## config.mk

```make
export PLATFORM = sky130hd
export DESIGN_NAME = obe_front
export DESIGN_NICKNAME = d
export VERILOG_FILES = /design/src/obe_pkg.sv /design/src/obe_front.sv
export SDC_FILE = /design/constraint.sdc
export NUM_CORES = 1
export LEC_CHECK = 0
export CORE_MARGIN = 2
export CORE_UTILIZATION = 51
export DETAILED_ROUTE_END_ITERATION = 10
export DONT_BUFFER_PORTS = 1
export GPL_ROUTABILITY_DRIVEN = 0
export PLACE_DENSITY = 0.66
export SLEW_MARGIN = 15
export SYNTH_ARGS = -nofsm -noshare
export SYNTH_HDL_FRONTEND = slang
export SYNTH_SLANG_ARGS = --single-unit
```

## constraint.sdc

```tcl
create_clock -name i_clk -period 2.39 [get_ports i_clk]
set_input_delay 0.3585 -clock i_clk [delete_from_list [all_inputs] [get_ports i_clk]]
set_output_delay 0.3585 -clock i_clk [all_outputs]
set_load 0.03 [all_outputs]
```

## src/obe_pkg.sv

```systemverilog
// ----------------------------------------------------------------------------
// obe_pkg
// Types, fixed-point constants and the CORDIC arctangent table shared by the
// benchmark evaluator modules.
// ----------------------------------------------------------------------------
package obe_pkg;

    localparam int COORD_W = 31;
    localparam int SCORE_W = 35;
    localparam int IDX_W   = 10;  // coordinate index in a queued item
    localparam int SUM_W   = 48;
    localparam int TERM_W  = 42;
    localparam int SCR_W   = 49;  // score before saturation
    localparam int DIV_W   = 61;  // dividend / quotient width
    localparam int DEN_W   = 44;  // divisor width
    localparam int SQ_W    = 62;  // square root radicand width
    localparam int ROOT_W  = SQ_W / 2;

    // divide by 125 as a multiply by ceil(2^46/125), exact below 2^39
    localparam int          CD_N_W = 39;
    localparam int          CD_K   = 46;
    localparam logic [39:0] CD_M   = 40'd562949953422;

    typedef logic [1:0] t_mode;
    localparam t_mode MODE_RAST  = 2'd0;
    localparam t_mode MODE_GRIEW = 2'd1;
    localparam t_mode MODE_SCHAF = 2'd2;
    localparam t_mode MODE_NONE  = 2'd3;

    // register byte addresses
    localparam logic [2:0] ADDR_MODE = 3'd0;

    localparam logic signed [31:0] ONE_Q30     = 32'sd1073741824;
    localparam logic [31:0]        ONE_Q20     = 32'd1048576;
    localparam logic signed [31:0] CORDIC_K    = 32'sd652032874;
    localparam logic signed [31:0] HALF_PI_Q30 = 32'sd1686629713;
    localparam logic [31:0]        TURNS_RAD   = 32'd683565276;
    localparam logic [SUM_W-1:0]   SUM_MAX     = 48'hFFFF_FFFF_FFFF;
    localparam logic [SCR_W-1:0]   SCORE_TOP   = 49'd31457280000;
    localparam logic [SUM_W-1:0]   R2_CAP      = 48'h0200_0000_0000;

    typedef struct packed {
        logic signed [COORD_W-1:0] coord_value;
        logic                      last_coord;
    } t_in_item;

    typedef struct packed {
        logic [SCORE_W-1:0] score_value;
        logic               dim_overflow;
    } t_out_item;

    // item as queued between front and back
    typedef struct packed {
        logic signed [COORD_W-1:0] x;
        logic [IDX_W-1:0]          k;
        logic                      term_en;
        t_mode                     mode;
        logic                      last;
        logic                      ovf;
    } t_cmd;

    // atan(2^-i) in Q30
    function automatic logic [29:0] atan_q30(input logic [4:0] i);
        logic [29:0] v;
        unique case (i)
            5'd0:    v = 30'd843314857;
            5'd1:    v = 30'd497837829;
            5'd2:    v = 30'd263043837;
            5'd3:    v = 30'd133525159;
            5'd4:    v = 30'd67021687;
            5'd5:    v = 30'd33543516;
            5'd6:    v = 30'd16775851;
            5'd7:    v = 30'd8388437;
            5'd8:    v = 30'd4194283;
            5'd9:    v = 30'd2097149;
            5'd31:   v = 30'd0;
            default: v = 30'd1 << (5'd30 - i);
        endcase
        return v;
    endfunction

endpackage

```

## src/obe_front.sv

```systemverilog
// ----------------------------------------------------------------------------
// obe_front
// Takes coordinates, tracks the vector index and overflow, and queues tagged
// items for the back end in a two-entry queue.
// ----------------------------------------------------------------------------
module obe_front
    import obe_pkg::*;
#(
    parameter int MAX_DIM = 64
) (
    input  logic     i_clk,
    input  logic     i_rst_n,
    input  logic     i_start,
    input  t_in_item i_item,
    input  t_mode    i_mode,
    output logic     o_busy,
    input  logic     i_pop,
    output logic     o_cmd_valid,
    output t_cmd     o_cmd
);

    localparam int CNT_W = $clog2(MAX_DIM + 1);

    logic [CNT_W-1:0] r_idx;
    logic             r_ovf;
    t_cmd             r_q [2];
    logic             r_wp, r_rp;
    logic [1:0]       r_cnt;

    logic             w_push, w_skip;
    t_cmd             w_cmd;

    assign o_busy      = (r_cnt == 2'd2);
    assign w_push      = i_start && !o_busy;
    assign w_skip      = (r_idx >= CNT_W'(MAX_DIM));
    assign o_cmd_valid = (r_cnt != 2'd0);
    assign o_cmd       = r_q[r_rp];

    // classify the item
    always_comb begin
        w_cmd.x       = i_item.coord_value;
        w_cmd.k       = IDX_W'(r_idx);
        w_cmd.term_en = !w_skip;
        w_cmd.mode    = i_mode;
        w_cmd.last    = i_item.last_coord;
        w_cmd.ovf     = r_ovf || w_skip;
    end

    // vector position and queue pointers
    always_ff @(posedge i_clk) begin
        if (!i_rst_n) begin
            r_idx <= '0;
            r_ovf <= 1'b0;
            r_wp  <= 1'b0;
            r_rp  <= 1'b0;
            r_cnt <= 2'd0;
        end else begin
            if (w_push) begin
                r_wp <= !r_wp;
                if (i_item.last_coord) begin
                    r_idx <= '0;
                    r_ovf <= 1'b0;
                end else if (w_skip) begin
                    r_ovf <= 1'b1;
                end else begin
                    r_idx <= r_idx + 1'b1;
                end
            end
            if (i_pop) begin
                r_rp <= !r_rp;
            end
            r_cnt <= r_cnt + {1'b0, w_push} - {1'b0, i_pop};
        end
    end

    // queue storage
    always_ff @(posedge i_clk) begin
        if (w_push) begin
            r_q[r_wp] <= w_cmd;
        end
    end

endmodule

```

==> flow_summary.toml <==
[status]
status = "complete, no violations"

[clock_network]
hold_buffers = 0
insertion_delay_ns = 0.35
post_cts_buffers = 0
root_buffer = "clkbuf_8"
clkTransAtPathRegs_ns = 0.09
cts-buffers-inserted = 9
cts_tree = "built"
h-tree-depth = 3
cts.sinks = 99
cts_resized = 0
clockBufferDepth = 2

[job]
cap_viol_max_count = 0

[final_layout]
nets = 264
drive_gt1_frac = 0.317
final.fill_count = 584
final_cells = 326
area_delta_synth_final_pct = 9.80
fin_util = 0.576
antenna_cells = 0
finalInstanceArea_sq_um = 4180

[grt]
grt_first_pass_wirelength_um = 9450
grt_antenna_before_repair = 0
grt_pass1_vias = 1786
grtUsageTotal = 0.151
gr-total-overflow = 0
grt_max_degree = 44

[place]
dp_slack_ns = 0.514
postPlaceCellArea_sq_um = 3940
hpwl_um = 3760
dp.cells = 310
portBuffers = 0

[floorplan]
die_w_um = 90.4
io_pins = 86
die_area_sq_um = 8160
rows = 31
die_h_um = 90.4
core_area_sq_um = 7250
start_util = 0.524

[timing]
post-route-min-period_ns = 1.88
setup-violations-final = 0
tns_ns = 0
whs_ns = 0.0940
drv_slew = 0
rsz0062_at_grt = "no"
hold_viol = 0
fin_worst_skew_ns = 0.00884
fin_ws_ns = 0.508
period_share = 0.788
fmax_ghz = 0.531

[yosys]
synth_edf_count = 86
synthArstFlopShare = 0
netlist_instances = 215
ys_seq_elements = 99
syn-cell-area_sq_um = 3800
synthFlopType = "edfxtp_1"
synth_area_per_cell_sq_um = 17.7
ys_types = 35
ys_seq_area_frac = 0.747
yosysWarnings = 0

[route]
drt_iter0_markers = 67
ant_nets = 0
wl_per_cell_um = 17.8
wl_um = 5810
vias = 1783
drc = 0
vias_per_cell = 5.47
dr.pass1.iters = 4

[worst_setup_path]
crit_family = "simple AND/OR/NAND/NOR gates"
slowest_stage = "nand2b_1"
cpPeakStageDelay_ns = 0.37
crit_chain = "nand2b_1 -> inv_4 -> or3_1 -> inv_2 -> buf_4"
critPathRequiredTime_ns = 2.45
critical_path_class = "reg -> reg"
start_kind = "flop"
crit_fanout = 11
cp.buffers_inverters = 3
crit_arrival_ns = 1.94
end_kind = "flop"

[pwr]
total_leakage_power_nw = 1.38
switchingPower_mw = 1.03
p_comb_frac = 0.159
seqPwrFrac = 0.529
ir_drop_mv = 0.380
total_power_mw = 3.94
p_int_mw = 2.92
swShare = 0.261
cellPowerDensity_nw_per_um2 = 944
p_clk_frac = 0.311

[hold_path]
hp-class = "in -> reg"
[worst reg2reg max path, stage by stage, from the launching register on]
cell	delay (ns)
dfxtp_1	0.35
nand2b_1	0.37
inv_4	0.04
or3_1	0.34
inv_2	0.22
buf_4	0.25
[cells in the final DEF (no fill, tap or decap)]
cell        instances
a21oi_1             5
a311o_2             3
a31oi_1             1
and2_1              2
and3_2              1
buf_12              3
buf_4               2
bufinv_16           3
clkbuf_8            9
clkinv_1            2
clkinvlp_4          1
conb_1              3
dfxtp_1            12
dfxtp_2             1
edfxtp_1           86
ha_1                4
inv_1               5
inv_2               2
inv_4               1
inv_6               1
mux2_2             43
mux2i_1             3
nand2_1             4
nand2b_1            1
nand3_1             1
nand4_1             3
nand4b_1            1
nor2_1              5
nor2b_1             1
nor3_1              1
nor4_1              2
o211ai_1            3
o21ai_1             2
o31ai_1             3
or2_2               2
or3_1               1
or4_1               2
xnor2_1             1
xor2_1              1
[area by class of cell]
class	count	area (sq um)	area share
clock buffer	9	124	0.0297
clock inverter	7	114	0.0273
inverter	8	32.5	0.00779
multi-input combinational	99	863	0.207
sequential	99	2840	0.681
tap	99	124	0.0297
timing repair buffer	5	75.1	0.0180
[flip-flops by register name, indices dropped and copies added (netlist names), named ones only]
register  flops
r_cnt         2
r_idx         7
r_ovf         1
r_q          86
r_rp          1
r_wp          1
[cell usage after synthesis, types with 2 or more instances]
| library cell | instances | area, sq um |
|---|---|---|
| or2_2 | 2 | 12.5 |
| nor4_1 | 2 | 12.5 |
| o21ai_1 | 2 | 10.0 |
| buf_4 | 3 | 22.5 |
| nor2_1 | 5 | 18.8 |
| o31ai_1 | 3 | 22.5 |
| dfxtp_1 | 13 | 260 |
| mux2_2 | 43 | 484 |
| a21oi_1 | 5 | 25.0 |
| ha_1 | 4 | 50.1 |
| nand4_1 | 3 | 18.8 |
| a311o_2 | 3 | 33.8 |
| and2_1 | 2 | 12.5 |
| o211ai_1 | 3 | 22.5 |
| clkbuf_1 | 2 | 7.51 |
| inv_1 | 6 | 22.5 |
| or4_1 | 2 | 15.0 |
| mux2i_1 | 3 | 30.0 |
| nand2_1 | 4 | 15.0 |
| buf_6 | 2 | 22.5 |
| buf_2 | 4 | 20.0 |
| edfxtp_1 | 86 | 2580 |
[path summary, 6_finish.rpt]
kind	start	end	slack, ns	cells after the start
worst min register to register	r_ovf	r_ovf	0.50	2
worst min-delay path	i_item[13]	r_q[1][24]	0.09	0
worst max-delay path	r_cnt[0]	r_q[0][19]	0.51	5
worst max register to register	r_cnt[0]	r_q[0][19]	0.51	5
[cell families after synthesis]
group	Yosys count	synth area share
xor+xnor	2	0.00461
simple gates	27	0.0395
flops	99	0.747
other cells	1	0.000986
buf+inv	19	0.0276
mux	46	0.135
fa+ha+maj	4	0.0132
compound gates	17	0.0316
[power by group through the flow]
stage,Sequential [mW],Combinational (mW),Clock (mW)
2_1_floorplan,2.12,0.548,0
5_1_grt,2.10,0.669,1.33
6_report,2.09,0.628,1.23
3_3_place_gp,2.12,0.630,0
3_5_place_dp,2.13,0.636,0
4_1_cts,2.09,0.638,1.26
[per-layer routing]
layer / vias to the layer above / track usage / part of all wire
met5: - / 0 / 0
met4: 0 / 0.0731 / 0.021
met3: 12 / 0.0534 / 0.086
met2: 65 / 0.237 / 0.48
met1: 875 / 0.187 / 0.41
li1: 831 / - / -
Note: power is estimated with default switching activity, not from simulation.
